`config.mk`:
```
export PLATFORM = sky130hd
export DESIGN_NAME = bitstream_sync_offset_finder_flat
export DESIGN_NICKNAME = d
export VERILOG_FILES = /design/src/rtl/bsof_pkg.sv /design/src/rtl/bsof_ifs.sv /design/src/rtl/bitstream_sync_offset_finder.sv /design/src/flat_wrapper.sv
export SDC_FILE = /design/constraint.sdc
export NUM_CORES = 1
export LEC_CHECK = 0
export BUFFER_PORTS_ARGS = -buffer_cell sky130_fd_sc_hd__buf_2
export CAP_MARGIN = 5
export CORE_UTILIZATION = 50
export DETAILED_ROUTE_END_ITERATION = 10
export PLACE_DENSITY = 0.7
export SYNTH_ARGS = -nofsm -noshare
export SYNTH_HDL_FRONTEND = slang
export SYNTH_SLANG_ARGS = --single-unit
```
`constraint.sdc`:
```
create_clock -name clk -period 4.48 [get_ports clk]
set_input_delay 0.896 -clock clk [delete_from_list [all_inputs] [get_ports clk]]
set_output_delay 0.896 -clock clk [all_outputs]
set_load 0.01 [all_outputs]
```
`src/rtl/bsof_pkg.sv`:
```
// Shared constants and types for the bitstream sync offset finder.
// No dependencies; compiled first.
`default_nettype none

package bsof_pkg;

  // Header window and alignment of the reported offset
  localparam int HEADER_BYTES = 512;
  localparam int ALIGN_BYTES  = 16;

  // Field widths
  localparam int BYTE_W   = 8;
  localparam int OFFSET_W = 9;
  localparam int SYNC_W   = 24;

  // Byte position must hold HEADER_BYTES itself (search stops there)
  localparam int POS_W      = $clog2(HEADER_BYTES + 1);
  localparam int HIST_DEPTH = 4;
  localparam int SYNC_LEAD  = 3;

  // Constant divide by ALIGN_BYTES as multiply by a rounded-up reciprocal;
  // exact for any POS_W-bit dividend
  localparam int ALIGN_L = $clog2(ALIGN_BYTES);
  localparam int DIV_S   = POS_W + ALIGN_L;
  localparam int RECIP_W = POS_W + 1;
  localparam logic [RECIP_W-1:0] ALIGN_RECIP =
      RECIP_W'(((2 ** DIV_S) + ALIGN_BYTES - 1) / ALIGN_BYTES);

  // Sync word AA 99 55 66 and the padding byte
  localparam logic [SYNC_W-1:0] SYNC_HEAD = 24'hAA9955;
  localparam logic [BYTE_W-1:0] SYNC_TAIL = 8'h66;
  localparam logic [BYTE_W-1:0] PAD_BYTE  = 8'hFF;

  typedef logic [POS_W-1:0] pos_t;

  typedef struct packed {
    logic                found;
    logic [OFFSET_W-1:0] data_offset;
  } result_t;

endpackage

`default_nettype wire

```
`src/rtl/bsof_ifs.sv`:
```
// Valid/ready channel interfaces for header bytes in and offset words out.
// Depends on bsof_pkg.
`default_nettype none

interface bsof_in_if;
  logic                         valid;
  logic                         ready;
  logic [bsof_pkg::BYTE_W-1:0]  data_byte;
  logic                         last_byte;

  modport source (output valid, data_byte, last_byte, input ready);
  modport sink   (input valid, data_byte, last_byte, output ready);
endinterface

interface bsof_out_if;
  logic                           valid;
  logic                           ready;
  logic                           found;
  logic [bsof_pkg::OFFSET_W-1:0]  data_offset;

  modport source (output valid, found, data_offset, input ready);
  modport sink   (input valid, found, data_offset, output ready);
endinterface

`default_nettype wire

```
`src/rtl/bitstream_sync_offset_finder.sv`:
```
// Top level: searches configuration-file header bytes for the sync word and
// reports how many header bytes to skip. Depends on bsof_pkg and bsof_ifs.
//
//   channel   dir   word                         accepted when
//   in_if     in    data_byte[7:0], last_byte    valid && ready
//   out_if    out   found, data_offset[8:0]      valid && ready
//
// One header byte is taken every cycle while the skid word is empty; a result word is
// registered into the head or skid word of the output queue.
// A two-word output queue (head + skid) lets bytes keep flowing while a
// result waits; in_if.ready drops only when both words are held.
// rst_n is synchronous, active low, and clears search state and the queue.
// The alignment divide is precomputed one byte ahead, so the sync byte path
// holds one constant multiply, two subtracts and the queue steering.
`default_nettype none

module bitstream_sync_offset_finder (
  input  wire logic        clk,
  input  wire logic        rst_n,
  bsof_in_if.sink          in_if,
  bsof_out_if.source       out_if
);

  // Search state
  bsof_pkg::pos_t                  pos_r, pos_nxt;
  logic [bsof_pkg::SYNC_W-1:0]     recent_r, recent_nxt;
  bsof_pkg::pos_t                  hist_r   [bsof_pkg::HIST_DEPTH];
  bsof_pkg::pos_t                  hist_nxt [bsof_pkg::HIST_DEPTH];
  logic                            done_r, done_nxt;
  bsof_pkg::pos_t                  quot_r, quot_nxt;

  // Output queue
  bsof_pkg::result_t               head_r, head_nxt;
  bsof_pkg::result_t               skid_r, skid_nxt;
  logic                            head_v_r, head_v_nxt;
  logic                            skid_v_r, skid_v_nxt;

  // Per-byte decode
  logic                            accept;
  logic                            active;
  logic                            sync_hit;
  logic                            advance;
  logic                            push;
  logic                            pop;
  bsof_pkg::pos_t                  run;
  bsof_pkg::pos_t                  sync_pos;
  bsof_pkg::pos_t                  aligned;
  bsof_pkg::pos_t                  offset_full;
  bsof_pkg::result_t               res;

  // Quotient precompute
  bsof_pkg::pos_t                  pos_i_nxt;
  bsof_pkg::pos_t                  j_nxt;
  logic [bsof_pkg::POS_W+bsof_pkg::RECIP_W-1:0] prod_nxt;

  // Handshakes
  assign accept      = in_if.valid && in_if.ready;
  assign in_if.ready = !skid_v_r;
  assign pop         = head_v_r && out_if.ready;

  // Decode the incoming byte against the current search state
  always_comb begin
    active   = !done_r && (pos_r < bsof_pkg::POS_W'(bsof_pkg::HEADER_BYTES));
    sync_hit = active && (pos_r >= bsof_pkg::POS_W'(bsof_pkg::SYNC_LEAD))
               && (recent_r == bsof_pkg::SYNC_HEAD)
               && (in_if.data_byte == bsof_pkg::SYNC_TAIL);
    advance  = active && !sync_hit;
    run      = (in_if.data_byte == bsof_pkg::PAD_BYTE) ?
               hist_r[0] + bsof_pkg::POS_W'(1) : '0;

    sync_pos    = pos_r - bsof_pkg::POS_W'(bsof_pkg::SYNC_LEAD);
    aligned     = bsof_pkg::POS_W'(quot_r * bsof_pkg::ALIGN_BYTES);
    offset_full = sync_pos - aligned;

    res.found       = sync_hit;
    res.data_offset = sync_hit ? bsof_pkg::OFFSET_W'(offset_full) : '0;
    push            = accept && (sync_hit || (in_if.last_byte && !done_r));
  end

  // Advance, finish or clear the search state
  always_comb begin
    pos_nxt    = pos_r;
    recent_nxt = recent_r;
    done_nxt   = done_r;
    for (int k = 0; k < bsof_pkg::HIST_DEPTH; k++) begin
      hist_nxt[k] = hist_r[k];
    end
    if (accept) begin
      if (in_if.last_byte) begin
        pos_nxt    = '0;
        recent_nxt = '0;
        done_nxt   = 1'b0;
        for (int k = 0; k < bsof_pkg::HIST_DEPTH; k++) begin
          hist_nxt[k] = '0;
        end
      end else if (sync_hit) begin
        done_nxt = 1'b1;
      end else if (advance) begin
        pos_nxt    = pos_r + bsof_pkg::POS_W'(1);
        recent_nxt = {recent_r[bsof_pkg::SYNC_W-bsof_pkg::BYTE_W-1:0], in_if.data_byte};
        hist_nxt[0] = run;
        for (int k = 1; k < bsof_pkg::HIST_DEPTH; k++) begin
          hist_nxt[k] = hist_r[k-1];
        end
      end
    end
  end

  // Precompute floor(j / ALIGN_BYTES) for a sync word ending on the next byte
  always_comb begin
    pos_i_nxt = (pos_nxt >= bsof_pkg::POS_W'(bsof_pkg::SYNC_LEAD)) ?
                pos_nxt - bsof_pkg::POS_W'(bsof_pkg::SYNC_LEAD) : '0;
    j_nxt     = (hist_nxt[bsof_pkg::HIST_DEPTH-1] >= pos_i_nxt) ?
                pos_i_nxt : hist_nxt[bsof_pkg::HIST_DEPTH-1] + bsof_pkg::POS_W'(1);
    prod_nxt  = j_nxt * bsof_pkg::ALIGN_RECIP;
    quot_nxt  = bsof_pkg::POS_W'(prod_nxt >> bsof_pkg::DIV_S);
  end

  // Steer result words through head and skid
  always_comb begin
    head_nxt   = head_r;
    skid_nxt   = skid_r;
    head_v_nxt = head_v_r;
    skid_v_nxt = skid_v_r;
    if (pop) begin
      if (skid_v_r) begin
        head_nxt   = skid_r;
        skid_v_nxt = push;
        skid_nxt   = res;
      end else begin
        head_v_nxt = push;
        head_nxt   = res;
      end
    end else if (!head_v_r) begin
      head_v_nxt = push;
      head_nxt   = res;
    end else if (push) begin
      skid_v_nxt = 1'b1;
      skid_nxt   = res;
    end
  end

  // Hold state; payload words need no reset
  always_ff @(posedge clk) begin
    head_r <= head_nxt;
    skid_r <= skid_nxt;
    if (!rst_n) begin
      pos_r    <= '0;
      recent_r <= '0;
      done_r   <= 1'b0;
      quot_r   <= '0;
      head_v_r <= 1'b0;
      skid_v_r <= 1'b0;
      for (int k = 0; k < bsof_pkg::HIST_DEPTH; k++) begin
        hist_r[k] <= '0;
      end
    end else begin
      pos_r    <= pos_nxt;
      recent_r <= recent_nxt;
      done_r   <= done_nxt;
      quot_r   <= quot_nxt;
      head_v_r <= head_v_nxt;
      skid_v_r <= skid_v_nxt;
      for (int k = 0; k < bsof_pkg::HIST_DEPTH; k++) begin
        hist_r[k] <= hist_nxt[k];
      end
    end
  end

  // Drive the result channel
  assign out_if.valid       = head_v_r;
  assign out_if.found       = head_r.found;
  assign out_if.data_offset = head_r.data_offset;

endmodule

`default_nettype wire

```
`src/flat_wrapper.sv`:
```
// flat-port wrapper written by rule: the top's interface ports become plain ports
module bitstream_sync_offset_finder_flat 
  (clk, rst_n, in_if_valid, in_if_data_byte, in_if_last_byte, in_if_ready, out_if_valid, out_if_found, out_if_data_offset, out_if_ready);
  bsof_in_if in_if_i ();
  bsof_out_if out_if_i ();
  input  wire logic clk;
  input  wire logic rst_n;
  input wire logic [$bits(in_if_i.valid)-1:0] in_if_valid;
  input wire logic [$bits(in_if_i.data_byte)-1:0] in_if_data_byte;
  input wire logic [$bits(in_if_i.last_byte)-1:0] in_if_last_byte;
  output wire logic [$bits(in_if_i.ready)-1:0] in_if_ready;
  output wire logic [$bits(out_if_i.valid)-1:0] out_if_valid;
  output wire logic [$bits(out_if_i.found)-1:0] out_if_found;
  output wire logic [$bits(out_if_i.data_offset)-1:0] out_if_data_offset;
  input wire logic [$bits(out_if_i.ready)-1:0] out_if_ready;
  assign in_if_i.valid = in_if_valid;
  assign in_if_i.data_byte = in_if_data_byte;
  assign in_if_i.last_byte = in_if_last_byte;
  assign in_if_ready = in_if_i.ready;
  assign out_if_valid = out_if_i.valid;
  assign out_if_found = out_if_i.found;
  assign out_if_data_offset = out_if_i.data_offset;
  assign out_if_i.ready = out_if_ready;
  bitstream_sync_offset_finder u_core (.clk(clk), .rst_n(rst_n), .in_if(in_if_i), .out_if(out_if_i));
endmodule
```
### Word level (Yosys, flattened, before mapping)

Memories as Yosys holds them, arrays and structs flattened.
Cells that the tools add are included.
Widths: inputs -> output; s select.

* register bits after elaboration: 62
* latch bits: 0
* bits in writable memories: 40
* bits in read-only memories: 0
* input port bits: 13
* output and inout bits: 12
* memories kept: 1

Memory list
* u_core.hist_r: depth 4, width 10, read ports 4, clocked after memory_dff 0, write ports 4, line bitstream_sync_offset_finder.sv:27 `bsof_pkg::pos_t hist_r [bsof_pkg::HIST_DEPTH];`

* add/subtract/negate cells: 6
* multipliers: 0
* div/mod/pow operators: 0
* magnitude comparators: 4
* equal/unequal tests: 7
* shifts and indexed selects: 0
* mux-type cells: 37
* bitwise operators: 4
* reductions and logical operators: 21

Operator list (count)
* $mux 10: 17
* $mux 40: 4
* $mux 24: 3
* $eq 24x24->1 const B: 1
* $add 10x1->10 const B: 2
* $ge 10x2->1 const B: 2
* $mux 9: 2
* $mux 1: 11
* $ge 10x10->1: 1
* $lt 10x10->1 const B: 1
* $sub 10x2->10 const B: 1
* $add 9x1->9 const B: 1
* $logic_and 1x1->1: 9
* $sub 9x2->9 const B: 1
* $sub 9x9->9: 1
* $eq 8x7->1 const B: 1
* $eq 8x8->1 const B: 1
* $reduce_bool 2->1: 4
* $ne 2x2->1 const B: 3
* $reduce_and 3->1: 2
* $or 1x1->1: 4
* $reduce_and 2->1: 2
* $logic_not 1->1: 3
* $ne 2x1->1 const B: 1
* $logic_or 1x1->1: 1

### Depth between registers and ports, before layout

* depth after elaboration: 15
* gate-level depth with buffers: 22

### Worst setup path before layout

OpenSTA, ideal clock, no wires.

* path type: input -> register
* start point: in in_if_data_byte[0]
* end point: reg u_core.quot_r[4]
* library setup time: 0.134 ns
* arrival time: 4.707 ns
* slack: -0.362 ns
* cell stages on the path: 20
* buffers on the path: 0
* cells stage by stage: nor4_4 -> nand4_4 -> o31ai_4 -> nor3_1 -> o21ai_1 -> inv_1 -> ha_1 -> a211oi_4 -> nand3_1 -> inv_2 -> nor2_1 -> ha_1 -> nand2b_1 -> a21o_1 -> a21o_1 -> a21oi_1 -> o211ai_1 -> o21ai_0 -> or2b_1 -> o221ai_1

* longest elaborated chain between the ends: 12

RTL lines
* from (decl): line flat_wrapper.sv:9 `input wire logic [$bits(in_if_i.data_byte)-1:0] in_if_data_byte;`
* $eq 8x7->1 (*): line bitstream_sync_offset_finder.sv:66 `&& (in_if.data_byte == bsof_pkg::SYNC_TAIL);`
* $logic_and 1x1->1 (*): line bitstream_sync_offset_finder.sv:66
* $logic_not 1->1: line bitstream_sync_offset_finder.sv:67 `advance = active && !sync_hit;`
* $logic_and 1x1->1: line bitstream_sync_offset_finder.sv:67
* $mux 10: line bitstream_sync_offset_finder.sv:98 `end else if (advance) begin`
* $mux 10 (*): line bitstream_sync_offset_finder.sv:96 `end else if (sync_hit) begin`
* $mux 10 (*): line bitstream_sync_offset_finder.sv:89 `if (in_if.last_byte) begin`
* $mux 10 (*): line bitstream_sync_offset_finder.sv:88 `if (accept) begin`
* via u_core.pos_nxt[0]: line bitstream_sync_offset_finder.sv:25 `bsof_pkg::pos_t pos_r, pos_nxt;`
* $sub 10x2->10 or $ge 10x2->1 (tied branches): line bitstream_sync_offset_finder.sv:112, bitstream_sync_offset_finder.sv:111
* $mux 10 (*): line bitstream_sync_offset_finder.sv:111 `pos_i_nxt = (pos_nxt >= bsof_pkg::POS_W'(bsof_pkg::SYNC_LEAD)) ?`
* $ge 10x10->1: line bitstream_sync_offset_finder.sv:113 `j_nxt = (hist_nxt[bsof_pkg::HIST_DEPTH-1] >= pos_i_nxt) ?`
* $mux 9 (*): line bitstream_sync_offset_finder.sv:113
* to (signal assigned): line bitstream_sync_offset_finder.sv:161 `quot_r <= quot_nxt;`
* to (decl): line bitstream_sync_offset_finder.sv:30 `bsof_pkg::pos_t quot_r, quot_nxt;`

The timed path passes the listed nets; every way through them passes the cells marked *.
A chain may end at the register's enable or synchronous reset.

### Worst setup path after layout

* start point: reg u_core.pos_r[1]
* end point: reg u_core.quot_r[3]

* longest elaborated chain between the ends: 15

RTL lines
* from (decl): line bitstream_sync_offset_finder.sv:25
* from (signal assigned): line bitstream_sync_offset_finder.sv:158 `pos_r <= pos_nxt;`
* $lt 10x10->1: line bitstream_sync_offset_finder.sv:63 `active = !done_r && (pos_r < bsof_pkg::POS_W'(bsof_pkg::HEADER_BYTES));`
* $logic_and 1x1->1: line bitstream_sync_offset_finder.sv:63
* $logic_and 1x1->1: line bitstream_sync_offset_finder.sv:64 `sync_hit = active && (pos_r >= bsof_pkg::POS_W'(bsof_pkg::SYNC_LEAD))`
* $logic_and 1x1->1: line bitstream_sync_offset_finder.sv:65 `&& (recent_r == bsof_pkg::SYNC_HEAD)`
* $logic_and 1x1->1: line bitstream_sync_offset_finder.sv:66
* $logic_not 1->1: line bitstream_sync_offset_finder.sv:67
* $logic_and 1x1->1: line bitstream_sync_offset_finder.sv:67
* $mux 10: line bitstream_sync_offset_finder.sv:98
* $mux 10 (*): line bitstream_sync_offset_finder.sv:96
* $mux 10 (*): line bitstream_sync_offset_finder.sv:89
* $mux 10 (*): line bitstream_sync_offset_finder.sv:88
* via u_core.pos_nxt[0]: line bitstream_sync_offset_finder.sv:25
* $sub 10x2->10 or $ge 10x2->1 (tied branches): line bitstream_sync_offset_finder.sv:112, bitstream_sync_offset_finder.sv:111
* $mux 10 (*): line bitstream_sync_offset_finder.sv:111
* $ge 10x10->1: line bitstream_sync_offset_finder.sv:113
* $mux 9 (*): line bitstream_sync_offset_finder.sv:113

Marked as above.

==> impl_metrics.csv <==
group,metric,value,unit
drt,drc_errors,0,
floorplan,die_area,11300,um^2
drt,wirelength,12400,um
pwr,power_per_cell_area,273,nW/um^2
setup_path,worst_path_max_delay_cell,"dfxtp_1",
clocking,cts.sinks,102,
setup_path,critical_path_depth,24,
setup_path,critPathLaunch,"u_core.pos_r[1]",
clocking,cts_root_buf,"clkbuf_8",
drt,via_count,4505,
synth,synth-simple-area-share,25.6,%
timing,setup_viol,0,
setup_path,crit_chain,"ha_2 > nor3_4 > and4_4 > buf_4 > o31ai_4 > buf_4 > o21a_1 > o21ai_2 > inv_2 > ha_4 > a211oi_4 > nand3_2 > inv_2 > nor2_1 > ha_1 > nand2b_1 > a21o_1 > a21o_1 > a21oi_1 > o211ai_1 > o21ai_2 > buf_4 > nand2_1 > o32ai_1",
synth,syn_area,5460,um^2
clocking,cts_buffers,9,
synth,synth_cells,589,
setup_path,crit_family,"compound AO/OA/AOI/OAI gates",
place,place_area,5920,um^2
setup_path,r2r_end,"u_core.quot_r[3]",
global_routing,grt_usage,23.2,%
setup_path,worstRegToRegCells,24,
clocking,hold_buffers,0,
timing,min_period,4.23,ns
floorplan,num_rows,37,
pwr,peakVddDrop,0.160,mV
synth,muxShareOfSynthArea,0.183,%
timing,fin_crit_sh,94.3,%
synth,synth.most_common_cell,"dfxtp_1",
setup_path,r2r_slack,0.25,ns
synth,ys_types,78,
timing,relSlewSlack,22.5,%
clocking,cts_buffer_depth,2,
synth,synth_nets,624,
finish,finalInstanceArea,6130,um^2
setup_path,endpoint,"u_core.quot_r[3]",
run,maxCapViolations,0,
setup_path,required,4.77,ns
place,port_buffers,24,
timing,worstMarginPinSlew,1.16,ns
synth,synth_warnings,0,
finish,utilization,58.6,%
synth,ys_top_cells_by_area,"dfxtp_1 (30%), edfxtp_1 (11%), a22oi_1 (6.5%)",
timing,setup_ws,0.254,ns
synth,synth_compound_area_share,19.9,%
drt,routed_via_density,5.84,
global_routing,antenna_found_initial,0,
setup_path,crit_fanout,7,
drt,drt_first_pass_iters,5,
clocking,worstSkewPairLatency,0.38,ns
setup_path,crit_buf_inv,5,
synth,synth-main-ff-cell,"dfxtp_1",
setup_path,max_stage_delay,0.37,ns
timing,finalHoldViolCount,0,
floorplan,core,10500,um^2
floorplan,die_x,107,um
setup_path,critPathMostFrequentCell,"buf_4",
finish,n_fill_cell,950,
clocking,htreeDepth,3,
drt,routedWlPerCell,16.0,um
synth,async_flop_share,0,%
floorplan,start_util,52.2,%
synth,synth-adder-area-share,5.04,%
floorplan,pin_count,25,
global_routing,grt_first_pass_wirelength,20700,um
setup_path,cp-end-kind,"flop",
synth,yosys-top-cells-count,"dfxtp_1 (82), nor2b_1 (50), nor2_1 (48), a22oi_1 (47), nand2_1 (37)",
timing,slew_viol_final,0,
synth,synthXorXnorAreaFrac,3.53,%
synth,ys_ff_latch,102,
place,gp_congestion,0.916,
finish,diodes,0,
synth,synth_top_family_by_area,"simple AND/OR/NAND/NOR gates",
global_routing,gr-total-overflow,0,
setup_path,crit_arrival,4.52,ns
synth,synth_edf_count,20,
setup_path,timing.rr.start,"u_core.pos_r[1]",
drt,initialDrtViolationCount,212,
min_path,hold_class,"reg2reg",
timing,holdWs,0.504,ns
place,dp_hpwl,9030,um
finish,syn_to_final_growth,12.2,%
synth,yosysTopAreaCell,"dfxtp_1",
synth,synth.avg_cell_area,9.28,um^2
finish,final_layout_size_suffix_gt1_share,18.7,%
synth,yosys.area.top_type_share,30.0,%
timing,skew,0.0111,ns
setup_path,path_class,"reg2reg",
place,pre_cts_slack,-0.0921,ns
pwr,leakagePower,0.00238,uW
finish,final_nets,666,
run_status,status,"finished, final reports clean",
timing,fmax,0.237,GHz
clocking,clk_pin_slew,0.10,ns
setup_path,startpoint_type,"flop",
synth,ys_seq_area_share,41.0,%
global_routing,first_global_vias,4348,
clocking,cts_tree,"done",
global_routing,grt_max_degree,57,
floorplan,die_y,107,um
drt,ant_nets,0,
-- sequential cells by signal, indices dropped and copies added, names as in the netlist, 5 cells and up --
register                   flops
u_core.quot_r                  5
u_core.recent_r               24
u_core.out_if.data_offset      9
u_core.hist_r                 40
u_core.pos_r                  10
u_core.skid_r                 10
-- cell type report --
type	instances	area [um^2]	share of cell area, %
multi-input combinational	425	3000	48.9
inverter	30	113	1.84
clock buffer	9	124	2.02
tap	136	170	2.78
timing repair buffer	63	413	6.73
clock inverter	7	71.3	1.16
sequential	102	2240	36.6
-- worst reg2reg max path, cell delays in order (launching register included) --
cell	delay, ns
dfxtp_1	0.37
ha_2	0.22
nor3_4	0.23
and4_4	0.28
buf_4	0.16
o31ai_4	0.08
buf_4	0.19
o21a_1	0.19
o21ai_2	0.15
inv_2	0.07
ha_4	0.17
a211oi_4	0.25
nand3_2	0.12
inv_2	0.08
nor2_1	0.04
ha_1	0.25
nand2b_1	0.14
a21o_1	0.16
a21o_1	0.17
a21oi_1	0.13
o211ai_1	0.13
o21ai_2	0.16
buf_4	0.14
nand2_1	0.10
o32ai_1	0.16
-- worst min-delay path by stage --
stage	start	end	slack (ns)	depth (start not counted)
4_1_cts	u_core.hist_r[0][9]	u_core.hist_r[0][9]	0.51	2
3_3_place_gp	u_core.hist_r[0][9]	u_core.hist_r[0][9]	0.48	2
3_5_place_dp	u_core.hist_r[0][9]	u_core.hist_r[0][9]	0.50	2
6_report	u_core.hist_r[0][9]	u_core.hist_r[0][9]	0.50	2
5_1_grt	u_core.skid_r[7]	u_core.out_if.data_offset[7]	0.55	2
2_1_floorplan	u_core.hist_r[0][9]	u_core.hist_r[0][9]	0.46	2
-- cells by family after synthesis --
family,count (synthesis)
AOI/OAI and AO/OA,145
adders and majority gates,22
muxes,1
xor gates and xnor gates,22
DFF,102
buffers and inverters,62
and+or+nand+nor,235
-- cell usage in the layout (no fill, tap or decap), types with 4 or more instances in the layout --
cell type  Yosys  final
nor2b_1       50     50
o31ai_1        9      9
ha_1          22     20
xnor2_1       15     15
and2_1        14     14
nor2_1        48     48
and3_1         9      9
and4bb_2       4      4
nand2_1       37     37
xor2_1         7      7
a31oi_1        6      6
buf_4          3     39
a21oi_1        8      8
nand3b_1       7      7
buf_2          1     24
dfxtp_1       82     82
nand3_1       13     12
a22oi_1       47     47
nor4_1         4      4
a21boi_0       9      9
o21ai_2        3      5
o21ai_0       24     23
clkbuf_8       0      9
nand4_1       11     11
inv_1         29     28
edfxtp_1      20     20
-- power by group --
group | switching [uW] | total (uW) | internal (uW)
registers | 6.23 | 947 | 941
clock network | 332 | 592 | 261
logic | 81.5 | 136 | 54.3
-- layer usage --
layer | GRT usage [%] | wire [um] | share of wire (%)
met4 | 8.61 | 239 | 1.9
met2 | 38.7 | 6020 | 49
met3 | 4.72 | 430 | 3.5
met1 | 29.5 | 5670 | 46
met5 | 0 | 0 | 0
-- what timing repair did --
action | CTS | global route
buffers inserted | 0 | 1
gates resized for setup | 0 | 4
setup endpoints to repair | 0 | 5
-- stage by stage --
stage | TNS, ns | total power, uW | instances
floorplan | 0 | 1050 | 589
global placement | 0 | 1100 | 755
detailed placement | -0.286 | 1100 | 755
CTS | 0 | 1690 | 771
global route | -0.0127 | 1740 | 772
finish | 0 | 1680 | 772
Power figures use the tool's default switching activity.
